===== src/hw/rtl/mfd_pkg.sv =====
// Shared types and constants for the microphone front end (downmix, DC block, gain).
// No dependencies; compile first.
package mfd_pkg;

   localparam int COEFF_FRAC_BITS_DEF = 15;

   localparam int CSR_IDX_W  = 3;
   localparam int CSR_DATA_W = 16;

   localparam logic [CSR_IDX_W-1:0] CSR_TDM_MODE   = 3'd0;
   localparam logic [CSR_IDX_W-1:0] CSR_START_GAIN = 3'd1;
   localparam logic [CSR_IDX_W-1:0] CSR_SPIKE_THR  = 3'd2;
   localparam logic [CSR_IDX_W-1:0] CSR_CLIP_LIMIT = 3'd3;
   localparam logic [CSR_IDX_W-1:0] CSR_DC_COEFF   = 3'd4;

   localparam logic        TDM_MODE_RST   = 1'b1;
   localparam logic [6:0]  START_GAIN_RST = 7'd24;
   localparam logic [15:0] SPIKE_THR_RST  = 16'd8000;
   localparam logic [7:0]  CLIP_LIMIT_RST = 8'd8;
   localparam logic [14:0] DC_COEFF_RST   = 15'd32604;

   localparam logic [15:0] SAMPLE_POS_SAT = 16'h7fff;
   localparam logic [15:0] SAMPLE_NEG_SAT = 16'h8000;

   typedef enum logic [3:0] {
      ST_IDLE,
      ST_MUL_LO,
      ST_MUL_HI,
      ST_SUM,
      ST_RND,
      ST_YNEW,
      ST_FILT,
      ST_SPK,
      ST_GAIN,
      ST_DONE
   } mfd_state_type;

   typedef struct packed {
      logic load;
      logic mul_lo;
      logic mul_hi;
      logic sum;
      logic rnd;
      logic ynew;
      logic filt;
      logic spk;
      logic mul_gain;
      logic finish;
   } mfd_cmd_type;

   typedef struct packed {
      logic out_free;
   } mfd_stat_type;

endpackage


===== src/hw/rtl/mfd_if.sv =====
// Handshake channels of the microphone front end: frame request and sample response.
// Standalone; no package needed.
interface mfd_req_if;
   logic               valid;
   logic               ready;
   logic signed [31:0] slot_a;
   logic signed [31:0] slot_b;
   logic signed [31:0] slot_c;
   logic signed [31:0] slot_d;

   modport source (output valid, output slot_a, output slot_b, output slot_c,
                   output slot_d, input ready);
   modport sink   (input valid, input slot_a, input slot_b, input slot_c,
                   input slot_d, output ready);
endinterface

interface mfd_rsp_if;
   logic               valid;
   logic               ready;
   logic signed [15:0] sample_out;
   logic               clipped;
   logic               spike;
   logic [6:0]         gain_now;

   modport source (output valid, output sample_out, output clipped, output spike,
                   output gain_now, input ready);
   modport sink   (input valid, input sample_out, input clipped, input spike,
                   input gain_now, output ready);
endinterface


===== src/hw/rtl/mfd_ctrl.sv =====
// Sequencer for the front end: walks one frame through the datapath steps.
// Depends on mfd_pkg (state, command and status types).
module mfd_ctrl import mfd_pkg::*; (
   input  logic         clock,
   input  logic         reset,
   input  logic         req_valid,
   output logic         req_ready,
   input  mfd_stat_type stat,
   output mfd_cmd_type  cmd
);

   mfd_state_type state_ff;
   mfd_state_type state_in;

   always_ff @(posedge clock) begin
      if (reset) begin
         state_ff <= ST_IDLE;
      end else begin
         state_ff <= state_in;
      end
   end

   always_comb begin
      state_in  = state_ff;
      cmd       = '0;
      req_ready = 1'b0;
      unique case (state_ff)
         ST_IDLE: begin
            req_ready = 1'b1;
            if (req_valid) begin
               cmd.load = 1'b1;
               state_in = ST_MUL_LO;
            end
         end
         ST_MUL_LO: begin
            cmd.mul_lo = 1'b1;
            state_in   = ST_MUL_HI;
         end
         ST_MUL_HI: begin
            cmd.mul_hi = 1'b1;
            state_in   = ST_SUM;
         end
         ST_SUM: begin
            cmd.sum  = 1'b1;
            state_in = ST_RND;
         end
         ST_RND: begin
            cmd.rnd  = 1'b1;
            state_in = ST_YNEW;
         end
         ST_YNEW: begin
            cmd.ynew = 1'b1;
            state_in = ST_FILT;
         end
         ST_FILT: begin
            cmd.filt = 1'b1;
            state_in = ST_SPK;
         end
         ST_SPK: begin
            cmd.spk  = 1'b1;
            state_in = ST_GAIN;
         end
         ST_GAIN: begin
            cmd.mul_gain = 1'b1;
            state_in     = ST_DONE;
         end
         ST_DONE: begin
            // hold until the response register is free
            if (stat.out_free) begin
               cmd.finish = 1'b1;
               state_in   = ST_IDLE;
            end
         end
         default: begin
            state_in = ST_IDLE;
         end
      endcase
   end

endmodule


===== src/hw/rtl/mfd_datapath.sv =====
// Datapath of the front end: registers, shared multiplier, DC blocker, spike and gain logic.
// Depends on mfd_pkg; driven by mfd_ctrl commands.
module mfd_datapath import mfd_pkg::*; #(
   parameter int COEFF_FRAC_BITS = COEFF_FRAC_BITS_DEF
) (
   input  logic                  clock,
   input  logic                  reset,
   input  mfd_cmd_type           cmd,
   output mfd_stat_type          stat,
   input  logic signed [31:0]    slot_a,
   input  logic signed [31:0]    slot_b,
   input  logic signed [31:0]    slot_d,
   input  logic                  csr_we,
   input  logic [CSR_IDX_W-1:0]  csr_index,
   input  logic [CSR_DATA_W-1:0] csr_wdata,
   input  logic                  rsp_ready,
   output logic                  rsp_valid,
   output logic signed [15:0]    sample_out,
   output logic                  clipped,
   output logic                  spike,
   output logic [6:0]            gain_now
);

   localparam int F      = COEFF_FRAC_BITS;
   localparam int Y_W    = 40;
   localparam int X_W    = 16;
   localparam int DX_W   = X_W + 1;
   localparam int LO_W   = 20;
   localparam int HP_W   = 35;
   localparam int FULL_W = 56;
   localparam int RND_W  = FULL_W + 1 - F;
   localparam int SUM_W  = ((DX_W + F > RND_W) ? DX_W + F : RND_W) + 1;
   localparam int F24_W  = 24;
   localparam int RY_W   = Y_W + 1 - F;
   localparam int RYX_W  = (RY_W > F24_W) ? RY_W : F24_W + 1;
   localparam int MA_W   = 25;
   localparam int MB_W   = 16;
   localparam int MP_W   = MA_W + MB_W;
   localparam logic [FULL_W:0] HALF_FULL = {{FULL_W{1'b0}}, 1'b1} << (F - 1);
   localparam logic [Y_W:0]    HALF_Y    = {{Y_W{1'b0}}, 1'b1} << (F - 1);

   // configuration
   logic        tdm_ff;
   logic [15:0] thr_ff;
   logic [7:0]  clim_ff;
   logic [14:0] coeff_ff;
   logic [6:0]  gain_ff;
   logic [6:0]  gain_in;
   logic [7:0]  event_ff;
   logic [7:0]  event_in;

   // filter state
   logic signed [X_W-1:0]   last_in_ff;
   logic signed [Y_W-1:0]   last_out_ff;
   logic signed [F24_W-1:0] last_f_ff;

   // per-item working registers
   logic signed [X_W-1:0]    x_ff;
   logic signed [DX_W-1:0]   dx_ff;
   logic signed [MP_W-1:0]   p_lo_ff;
   logic signed [MP_W-1:0]   p_hi_ff;
   logic signed [FULL_W-1:0] full_ff;
   logic signed [RND_W-1:0]  rnd_ff;
   logic signed [F24_W-1:0]  filt_ff;
   logic signed [F24_W-1:0]  sel_ff;
   logic                     spike_ff;

   // response register
   logic               rsp_valid_ff;
   logic signed [15:0] sample_ff;
   logic               clipped_ff;
   logic               spike_out_ff;
   logic [6:0]         gain_now_ff;

   // downmix
   logic signed [X_W-1:0] m1;
   logic signed [X_W-1:0] m2;
   logic [DX_W-1:0]       msum;
   logic [DX_W-1:0]       msum_adj;
   logic signed [X_W-1:0] x_in;

   always_comb begin
      m1       = tdm_ff ? slot_b[31:16] : slot_a[31:16];
      m2       = tdm_ff ? slot_d[31:16] : slot_b[31:16];
      msum     = DX_W'(m1) + DX_W'(m2);
      msum_adj = msum + {{(DX_W-1){1'b0}}, msum[DX_W-1]};
      x_in     = msum_adj[DX_W-1:1];
   end

   // shared multiplier
   logic signed [MA_W-1:0] mul_a;
   logic signed [MB_W-1:0] mul_b;
   logic signed [MP_W-1:0] mul_p;

   always_comb begin
      if (cmd.mul_gain) begin
         mul_a = MA_W'(sel_ff);
         mul_b = {{(MB_W-7){1'b0}}, gain_ff};
      end else if (cmd.mul_hi) begin
         mul_a = MA_W'($signed(last_out_ff[Y_W-1:LO_W]));
         mul_b = {{(MB_W-15){1'b0}}, coeff_ff};
      end else begin
         mul_a = {{(MA_W-LO_W){1'b0}}, last_out_ff[LO_W-1:0]};
         mul_b = {{(MB_W-15){1'b0}}, coeff_ff};
      end
      mul_p = mul_a * mul_b;
   end

   // R * y_prev, rounded
   logic [FULL_W-1:0] full_in;
   logic [FULL_W:0]   tf;

   always_comb begin
      full_in = {{(FULL_W-HP_W-LO_W){p_hi_ff[HP_W-1]}}, p_hi_ff[HP_W-1:0], {LO_W{1'b0}}}
              + {{(FULL_W-HP_W){1'b0}}, p_lo_ff[HP_W-1:0]};
      tf = {full_ff[FULL_W-1], full_ff} + HALF_FULL
         - {{FULL_W{1'b0}}, full_ff[FULL_W-1]};
   end

   // new y, saturated to 40 bits
   logic signed [SUM_W-1:0] dxs;
   logic signed [SUM_W-1:0] ysum;
   logic [SUM_W-Y_W:0]      y_top;
   logic signed [Y_W-1:0]   y_in;

   always_comb begin
      dxs   = SUM_W'(dx_ff) <<< F;
      ysum  = dxs + SUM_W'(rnd_ff);
      y_top = ysum[SUM_W-1:Y_W-1];
      if ((&y_top) || !(|y_top)) begin
         y_in = ysum[Y_W-1:0];
      end else begin
         y_in = ysum[SUM_W-1] ? {1'b1, {(Y_W-1){1'b0}}} : {1'b0, {(Y_W-1){1'b1}}};
      end
   end

   // integer part of y, saturated to 24 bits
   logic [Y_W:0]            ty;
   logic signed [RY_W-1:0]  ry;
   logic signed [RYX_W-1:0] ryx;
   logic [RYX_W-F24_W:0]    r_top;
   logic signed [F24_W-1:0] filt_in;

   always_comb begin
      ty    = {last_out_ff[Y_W-1], last_out_ff} + HALF_Y
            - {{Y_W{1'b0}}, last_out_ff[Y_W-1]};
      ry    = ty[Y_W:F];
      ryx   = RYX_W'(ry);
      r_top = ryx[RYX_W-1:F24_W-1];
      if ((&r_top) || !(|r_top)) begin
         filt_in = ryx[F24_W-1:0];
      end else begin
         filt_in = ryx[RYX_W-1] ? {1'b1, {(F24_W-1){1'b0}}} : {1'b0, {(F24_W-1){1'b1}}};
      end
   end

   // spike suppression
   logic signed [F24_W:0] delta;
   logic [F24_W:0]        absd;
   logic                  spike_in;
   logic [F24_W:0]        fsum;
   logic [F24_W:0]        fsum_adj;
   logic signed [F24_W-1:0] sel_in;

   always_comb begin
      delta    = (F24_W+1)'(filt_ff) - (F24_W+1)'(last_f_ff);
      absd     = delta[F24_W] ? -delta : delta;
      spike_in = absd > {{(F24_W-15){1'b0}}, thr_ff};
      fsum     = (F24_W+1)'(filt_ff) + (F24_W+1)'(last_f_ff);
      fsum_adj = fsum + {{F24_W{1'b0}}, fsum[F24_W]};
      sel_in   = spike_in ? fsum_adj[F24_W:1] : filt_ff;
   end

   // gain saturation, events, gain halving
   logic [MP_W-16:0]   amp_top;
   logic               clip_in;
   logic signed [15:0] sample_in;
   logic [7:0]         ev1;
   logic [7:0]         ev2;
   logic [6:0]         gain_upd;
   logic [7:0]         ev_upd;

   always_comb begin
      amp_top = p_lo_ff[MP_W-1:15];
      clip_in = !((&amp_top) || !(|amp_top));
      if (clip_in) begin
         sample_in = p_lo_ff[MP_W-1] ? SAMPLE_NEG_SAT : SAMPLE_POS_SAT;
      end else begin
         sample_in = p_lo_ff[15:0];
      end
      ev1 = (spike_ff && (event_ff != 8'hff)) ? event_ff + 8'd1 : event_ff;
      ev2 = (clip_in && (ev1 != 8'hff)) ? ev1 + 8'd1 : ev1;
      if (ev2 >= clim_ff) begin
         gain_upd = (gain_ff > 7'd1) ? {1'b0, gain_ff[6:1]} : gain_ff;
         ev_upd   = 8'd0;
      end else begin
         gain_upd = gain_ff;
         ev_upd   = ev2;
      end
      gain_in  = gain_ff;
      event_in = event_ff;
      if (cmd.finish) begin
         gain_in  = gain_upd;
         event_in = ev_upd;
      end
      if (csr_we && (csr_index == CSR_START_GAIN)) begin
         gain_in = csr_wdata[6:0];
      end
   end

   // configuration and state registers
   always_ff @(posedge clock) begin
      if (reset) begin
         tdm_ff       <= TDM_MODE_RST;
         thr_ff       <= SPIKE_THR_RST;
         clim_ff      <= CLIP_LIMIT_RST;
         coeff_ff     <= DC_COEFF_RST;
         gain_ff      <= START_GAIN_RST;
         event_ff     <= 8'd0;
         last_in_ff   <= '0;
         last_out_ff  <= '0;
         last_f_ff    <= '0;
         rsp_valid_ff <= 1'b0;
      end else begin
         gain_ff  <= gain_in;
         event_ff <= event_in;
         if (csr_we) begin
            unique case (csr_index)
               CSR_TDM_MODE:   tdm_ff   <= csr_wdata[0];
               CSR_START_GAIN: ;
               CSR_SPIKE_THR:  thr_ff   <= csr_wdata[15:0];
               CSR_CLIP_LIMIT: clim_ff  <= csr_wdata[7:0];
               CSR_DC_COEFF:   coeff_ff <= csr_wdata[14:0];
               default: ;
            endcase
         end
         if (cmd.mul_lo) begin
            last_in_ff <= x_ff;
         end
         if (cmd.ynew) begin
            last_out_ff <= y_in;
         end
         if (cmd.spk) begin
            last_f_ff <= sel_in;
         end
         if (cmd.finish) begin
            rsp_valid_ff <= 1'b1;
         end else if (rsp_ready) begin
            rsp_valid_ff <= 1'b0;
         end
      end
   end

   // working and response payload registers
   always_ff @(posedge clock) begin
      if (cmd.load) begin
         x_ff <= x_in;
      end
      if (cmd.mul_lo) begin
         dx_ff <= DX_W'(x_ff) - DX_W'(last_in_ff);
      end
      if (cmd.mul_lo || cmd.mul_gain) begin
         p_lo_ff <= mul_p;
      end
      if (cmd.mul_hi) begin
         p_hi_ff <= mul_p;
      end
      if (cmd.sum) begin
         full_ff <= full_in;
      end
      if (cmd.rnd) begin
         rnd_ff <= tf[FULL_W:F];
      end
      if (cmd.filt) begin
         filt_ff <= filt_in;
      end
      if (cmd.spk) begin
         sel_ff   <= sel_in;
         spike_ff <= spike_in;
      end
      if (cmd.finish) begin
         sample_ff    <= sample_in;
         clipped_ff   <= clip_in;
         spike_out_ff <= spike_ff;
         gain_now_ff  <= gain_ff;
      end
   end

   assign stat.out_free = !rsp_valid_ff || rsp_ready;
   assign rsp_valid     = rsp_valid_ff;
   assign sample_out    = sample_ff;
   assign clipped       = clipped_ff;
   assign spike         = spike_out_ff;
   assign gain_now      = gain_now_ff;

endmodule


===== src/hw/rtl/mic_frontend_dc_block_agc_unit.sv =====
// Top level of the microphone front end: downmix, DC blocker, spike suppressor, adaptive gain.
// Depends on mfd_pkg, mfd_if, mfd_ctrl and mfd_datapath.
//
//   channel | direction | handshake        | payload
//   req_if  | in        | valid/ready      | slot_a, slot_b, slot_c, slot_d (32b signed)
//   rsp_if  | out       | valid/ready      | sample_out, clipped, spike, gain_now
//   csr_*   | in        | csr_we, no ready | csr_index (3b), csr_wdata (16b)
//
// A frame is taken only in idle; the result and the next ready show in the same cycle, once
// the frame has walked multiply low, multiply high, sum, round, new y, filter, spike, gain and
// done. The pace is set by one shared 25x16 multiplier used three times (two partial products
// of R*y_prev, then the gain) plus rounding and saturation; done waits for a free response.
// Reset is synchronous and loads register defaults and zero filter state.
// A stalled response holds in its register; a new frame is taken while it waits.
module mic_frontend_dc_block_agc_unit import mfd_pkg::*; #(
   parameter int COEFF_FRAC_BITS = COEFF_FRAC_BITS_DEF
) (
   input  logic                  clock,
   input  logic                  reset,
   mfd_req_if.sink               req_if,
   mfd_rsp_if.source             rsp_if,
   input  logic                  csr_we,
   input  logic [CSR_IDX_W-1:0]  csr_index,
   input  logic [CSR_DATA_W-1:0] csr_wdata
);

   mfd_cmd_type  cmd;
   mfd_stat_type stat;

   mfd_ctrl u_ctrl (
      .clock     (clock),
      .reset     (reset),
      .req_valid (req_if.valid),
      .req_ready (req_if.ready),
      .stat      (stat),
      .cmd       (cmd)
   );

   mfd_datapath #(
      .COEFF_FRAC_BITS (COEFF_FRAC_BITS)
   ) u_datapath (
      .clock      (clock),
      .reset      (reset),
      .cmd        (cmd),
      .stat       (stat),
      .slot_a     (req_if.slot_a),
      .slot_b     (req_if.slot_b),
      .slot_d     (req_if.slot_d),
      .csr_we     (csr_we),
      .csr_index  (csr_index),
      .csr_wdata  (csr_wdata),
      .rsp_ready  (rsp_if.ready),
      .rsp_valid  (rsp_if.valid),
      .sample_out (rsp_if.sample_out),
      .clipped    (rsp_if.clipped),
      .spike      (rsp_if.spike),
      .gain_now   (rsp_if.gain_now)
   );

endmodule


===== src/flat_wrapper.sv =====
// flat-port wrapper written by rule: the top's interface ports become plain ports
module mic_frontend_dc_block_agc_unit_flat import mfd_pkg::*;
#(
   parameter int COEFF_FRAC_BITS = COEFF_FRAC_BITS_DEF
)
  (clock, reset, csr_we, csr_index, csr_wdata, req_if_valid, req_if_slot_a, req_if_slot_b, req_if_slot_c, req_if_slot_d, req_if_ready, rsp_if_valid, rsp_if_sample_out, rsp_if_clipped, rsp_if_spike, rsp_if_gain_now, rsp_if_ready);
  mfd_req_if req_if_i ();
  mfd_rsp_if rsp_if_i ();
  input  logic clock;
  input  logic reset;
  input  logic csr_we;
  input  logic [CSR_IDX_W-1:0] csr_index;
  input  logic [CSR_DATA_W-1:0] csr_wdata;
  input wire logic [$bits(req_if_i.valid)-1:0] req_if_valid;
  input wire logic [$bits(req_if_i.slot_a)-1:0] req_if_slot_a;
  input wire logic [$bits(req_if_i.slot_b)-1:0] req_if_slot_b;
  input wire logic [$bits(req_if_i.slot_c)-1:0] req_if_slot_c;
  input wire logic [$bits(req_if_i.slot_d)-1:0] req_if_slot_d;
  output wire logic [$bits(req_if_i.ready)-1:0] req_if_ready;
  output wire logic [$bits(rsp_if_i.valid)-1:0] rsp_if_valid;
  output wire logic [$bits(rsp_if_i.sample_out)-1:0] rsp_if_sample_out;
  output wire logic [$bits(rsp_if_i.clipped)-1:0] rsp_if_clipped;
  output wire logic [$bits(rsp_if_i.spike)-1:0] rsp_if_spike;
  output wire logic [$bits(rsp_if_i.gain_now)-1:0] rsp_if_gain_now;
  input wire logic [$bits(rsp_if_i.ready)-1:0] rsp_if_ready;
  assign req_if_i.valid = req_if_valid;
  assign req_if_i.slot_a = req_if_slot_a;
  assign req_if_i.slot_b = req_if_slot_b;
  assign req_if_i.slot_c = req_if_slot_c;
  assign req_if_i.slot_d = req_if_slot_d;
  assign req_if_ready = req_if_i.ready;
  assign rsp_if_valid = rsp_if_i.valid;
  assign rsp_if_sample_out = rsp_if_i.sample_out;
  assign rsp_if_clipped = rsp_if_i.clipped;
  assign rsp_if_spike = rsp_if_i.spike;
  assign rsp_if_gain_now = rsp_if_i.gain_now;
  assign rsp_if_i.ready = rsp_if_ready;
  mic_frontend_dc_block_agc_unit #(.COEFF_FRAC_BITS(COEFF_FRAC_BITS)) u_core (.clock(clock), .reset(reset), .req_if(req_if_i), .rsp_if(rsp_if_i), .csr_we(csr_we), .csr_index(csr_index), .csr_wdata(csr_wdata));
endmodule

===== config.mk =====
export PLATFORM = sky130hd
export DESIGN_NAME = mic_frontend_dc_block_agc_unit_flat
export DESIGN_NICKNAME = d
export VERILOG_FILES = /design/src/hw/rtl/mfd_pkg.sv /design/src/hw/rtl/mfd_if.sv /design/src/hw/rtl/mfd_ctrl.sv /design/src/hw/rtl/mfd_datapath.sv /design/src/hw/rtl/mic_frontend_dc_block_agc_unit.sv /design/src/flat_wrapper.sv
export SDC_FILE = /design/constraint.sdc
export NUM_CORES = 2
export LEC_CHECK = 0
export ABC_AREA = 1
export BUFFER_PORTS_ARGS = -buffer_cell sky130_fd_sc_hd__buf_2
export CORE_ASPECT_RATIO = 0.7
export CORE_UTILIZATION = 46
export CTS_BUF_LIST = sky130_fd_sc_hd__clkbuf_2 sky130_fd_sc_hd__clkbuf_4 sky130_fd_sc_hd__clkbuf_8
export CTS_CLUSTER_DIAMETER = 120
export DETAILED_ROUTE_END_ITERATION = 10
export HOLD_SLACK_MARGIN = 0.03
export PLACE_DENSITY = 0.69
export SYNTH_ARGS = -nofsm -noshare
export SYNTH_HDL_FRONTEND = slang
export SYNTH_HIERARCHICAL = 1
export SYNTH_SLANG_ARGS = --single-unit

===== constraint.sdc =====
create_clock -name clock -period 26.9 [get_ports clock]
set_input_delay 8.07 -clock clock [delete_from_list [all_inputs] [get_ports clock]]
set_output_delay 8.07 -clock clock [all_outputs]
set_load 0.005 [all_outputs]

==> run_results.csv <==
group,metric,value,unit
job,drv_cap,0,
synth,ys_seq_area_share,26.0,%
synth,synth-seq-cells,421,
setup_path,worstSetupPathType,"in2reg",
cts,clk_path_buf_depth,3,
floorplanning,io_pins,179,
cts,cts.root.buffer_cell,"clkbuf_8",
synth,synthSimpleGateAreaFrac,20.1,%
placement,post_dp_cell_area,0.0451,sq mm
sta,tns,0,ps
synth,ys_top_cells_by_area,"edfxtp_1 (20%), fa_1 (17%), ha_1 (10%)",
floorplanning,die_area,0.0951,sq mm
worst_hold_path,hold_class,"reg2reg",
finish,final_nets,6503,
routing,drt-total-wl,129000,um
cts,cts_tree,"yes",
global_route,grt_pass1_wl,201000,um
routing,route.detailed.drc,0,
floorplanning,initial_utilization,46.7,%
finish,final_area,0.0467,sq mm
finish,multi_input_comb_area,0.0274,sq mm
cts,cts_buffers,73,
floorplanning,num_rows,93,
synth,synth_top_area_share,19.5,%
synth,syn_avg_cell_area,7.79,sq um
setup_path,end_kind,"flip-flop",
synth,synth_top_family_by_area,"adder cells",
routing,dr.pass1.iters,6,
synth,synthXorXnorAreaFrac,5.25,%
cts,hold_buffers,0,
synth,syn_area,0.0432,sq mm
sta,slew_violations,0,
power_and_ir_drop,power,2.26,mW
global_route,grt_antenna_before_repair,6,
setup_path,cp.arrival,12110,ps
synth,synthAdderAreaFrac,26.7,%
placement,globalplace.congestion,0.999,
cts,post-cts-setup-buffers,0,
power_and_ir_drop,powerDensity,48.4,mW/mm^2
synth,synth_compound_area_share,11.3,%
cts,cts_max_level,3,
setup_path,critPathMaxFanout,3,
placement,numPortBuffers,98,
global_route,grt_pass1_vias,35400,
power_and_ir_drop,vdd_drop_max,0.0000329,V
global_route,grt_usage,27.3,%
power_and_ir_drop,leakage,22.8,nW
setup_path,r2r_slack,16940,ps
global_route,grt_start_max_net_pins,75,
cts,clk_pin_slew,60,ps
floorplanning,die_x,368,um
finish,drive_gt1_share,6.47,%
placement,dp_slack,14550,ps
sta,setup_violations,0,
sta,max_freq,85.5,MHz
floorplanning,core,0.0925,sq mm
sta,rsz0062_at_grt,"no",
synth,synth_area_leader_cell,"edfxtp_1",
routing,final_antenna_net_count,0,
synth,synth_mux_area_share,0,%
routing,route.vias.total,36900,
floorplanning,die_y,258,um
status,status,"complete, no violations",
synth,synthDistinctLibCells,55,
routing,drtIter0Drc,3477,
placement,dp_hpwl,107000,um
global_route,grt-ovfl-total,0,
finish,syn_to_final_growth,8.19,%
cts,cts.sinks,421,
synth,syn-num-nets,6404,
finish,fill_cells,9030,
sta,tightest_slew,1270,ps
cts,cts_resized,0,
sta,slew_headroom,14.7,%
setup_path,required,27310,ps
routing,wire_per_inst,18.6,um
synth,syn_inst,5548,
sta,hold_viol,0,
sta,setup_ws,15210,ps
synth,ys_warn_count,6,
sta,finalCritPeriodShare,43.5,%
setup_path,crit_path_start_kind,"input port",
routing,vias_per_cell,5.31,
finish,utilization,50.5,%
finish,seqCellArea,0.0112,sq mm
sta,finalClockSkew,45.8,ps
sta,period_needed,11690,ps
cts,clkLatencyLatePin,680,ps
## kinds of logic after synthesis
| kind of cell | after synthesis |
|---|---|
| and+or+nand+nor | 2074 |
| buffers and inverters | 1202 |
| AOI/OAI and AO/OA | 888 |
| adders and majority gates | 704 |
| DFF | 421 |
| xor gates and xnor gates | 259 |
## worst max-delay path: stages
cell	delay, ps
buf_2	100
nor2_1	70
a21oi_1	60
ha_1	290
fa_1	410
nand3_1	100
nand2_1	110
nand2_1	90
nand2_1	110
a21boi_0	270
o21ai_0	170
a21o_1	200
nand2_1	80
a22oi_1	130
nor2_1	170
ha_1	210
inv_1	60
nor4_1	270
inv_1	90
nor4_1	390
nand2_1	90
nor2_1	180
nand2_1	110
nor3_1	180
xnor2_1	80
## cells in the final DEF, fill, tap and decap left out, drive strengths merged, types with 182 or more instances in the layout
| cell | Yosys | layout |
|---|---|---|
| a21oi | 421 | 421 |
| edfxtp | 281 | 281 |
| fa | 360 | 360 |
| ha | 344 | 344 |
| inv | 1077 | 1080 |
| nand2 | 1174 | 1174 |
| nand3 | 190 | 190 |
| nor2 | 525 | 525 |
| o21ai | 294 | 294 |
| xor2 | 182 | 182 |
## metal layers
layer  wire [um]  vias to the layer above  GRT usage (%)
met1       61000                    17300           40.9
met2       49500                     1486           37.1
met4        2640                        4           5.97
met5          27                        -              0
met3       16100                      173           9.53
li1            -                    18000              -
## final timing paths
kind                                          start                                      end  cells after the start
max reg2reg  u_core/u_ctrl/state_ff[2]$_SDFFE_PP0P_  u_core/u_datapath/p_hi_ff[33]$_DFFE_PP_                     34
min reg2reg  u_core/u_datapath/p_lo_ff[5]$_DFFE_PP_   u_core/u_datapath/full_ff[5]$_DFFE_PP_                      0
max                               req_if_slot_a[16]     u_core/u_datapath/x_ff[15]$_DFFE_PP_                     25
min          u_core/u_datapath/p_lo_ff[5]$_DFFE_PP_   u_core/u_datapath/full_ff[5]$_DFFE_PP_                      0
## layout make-up
class,count,area share (%)
inverters,1086,8.72
flip-flops and latches,421,24.1
clock buffers,97,2.64
multi-input cells,3925,58.6
repair buffers,140,1.72
diodes,3,0.0161
well taps,1235,3.31
clock inverters,37,0.921
## synth_stat cells (all sizes together)
master,instances
a31oi,35
nor4,25
a21boi,12
a21o,21
nor2,525
a221oi,7
inv,1077
o31ai,6
o21bai,14
edfxtp,281
a41oi,1
nand3,190
nand3b,5
dlygate4sd1,3
nor4b,1
xor2,182
a2111oi,1
o221ai,5
o211a,2
ha,344
a211oi,6
dfxtp,140
o311ai,1
or2,3
clkinv,9
nor3,57
o211ai,32
a21oi,421
o21ai,294
clkbuf,76
nand2,1174
a22oi,1
buf,37
fa,360
nand4,87
and3,5
o21a,26
o2111ai,3
and2,2
xnor2,77
## flip-flops by register name, indices dropped and copies added (netlist names), 15 cells and up
register,count
u_core/u_datapath/last_f_ff,24
u_core/u_datapath/last_in_ff,16
u_core/u_datapath/p_lo_ff,41
u_core/u_datapath/thr_ff,16
u_core/u_datapath/last_out_ff,40
u_core/u_datapath/sel_ff,24
u_core/u_datapath/full_ff,56
u_core/u_datapath/p_hi_ff,35
u_core/u_datapath/rnd_ff,42
u_core/u_datapath/sample_out,16
u_core/u_datapath/filt_ff,24
u_core/u_datapath/coeff_ff,15
u_core/u_datapath/dx_ff,17
u_core/u_datapath/x_ff,16
## metrics by stage
step	cells	hold slack [ps]
CTS	6941	428
global placement	6807	434
detailed placement	6807	436
finish	6944	428
global route	6942	457
floorplan	5548	424
## power by group
group          leakage (nW)  switching, mW  internal (mW)
combinational          18.2          0.518          0.257
sequential             3.72         0.0354          0.784
clock                 0.852          0.279          0.389
total                  22.8          0.832           1.43
(Power assumes the default switching activity.)
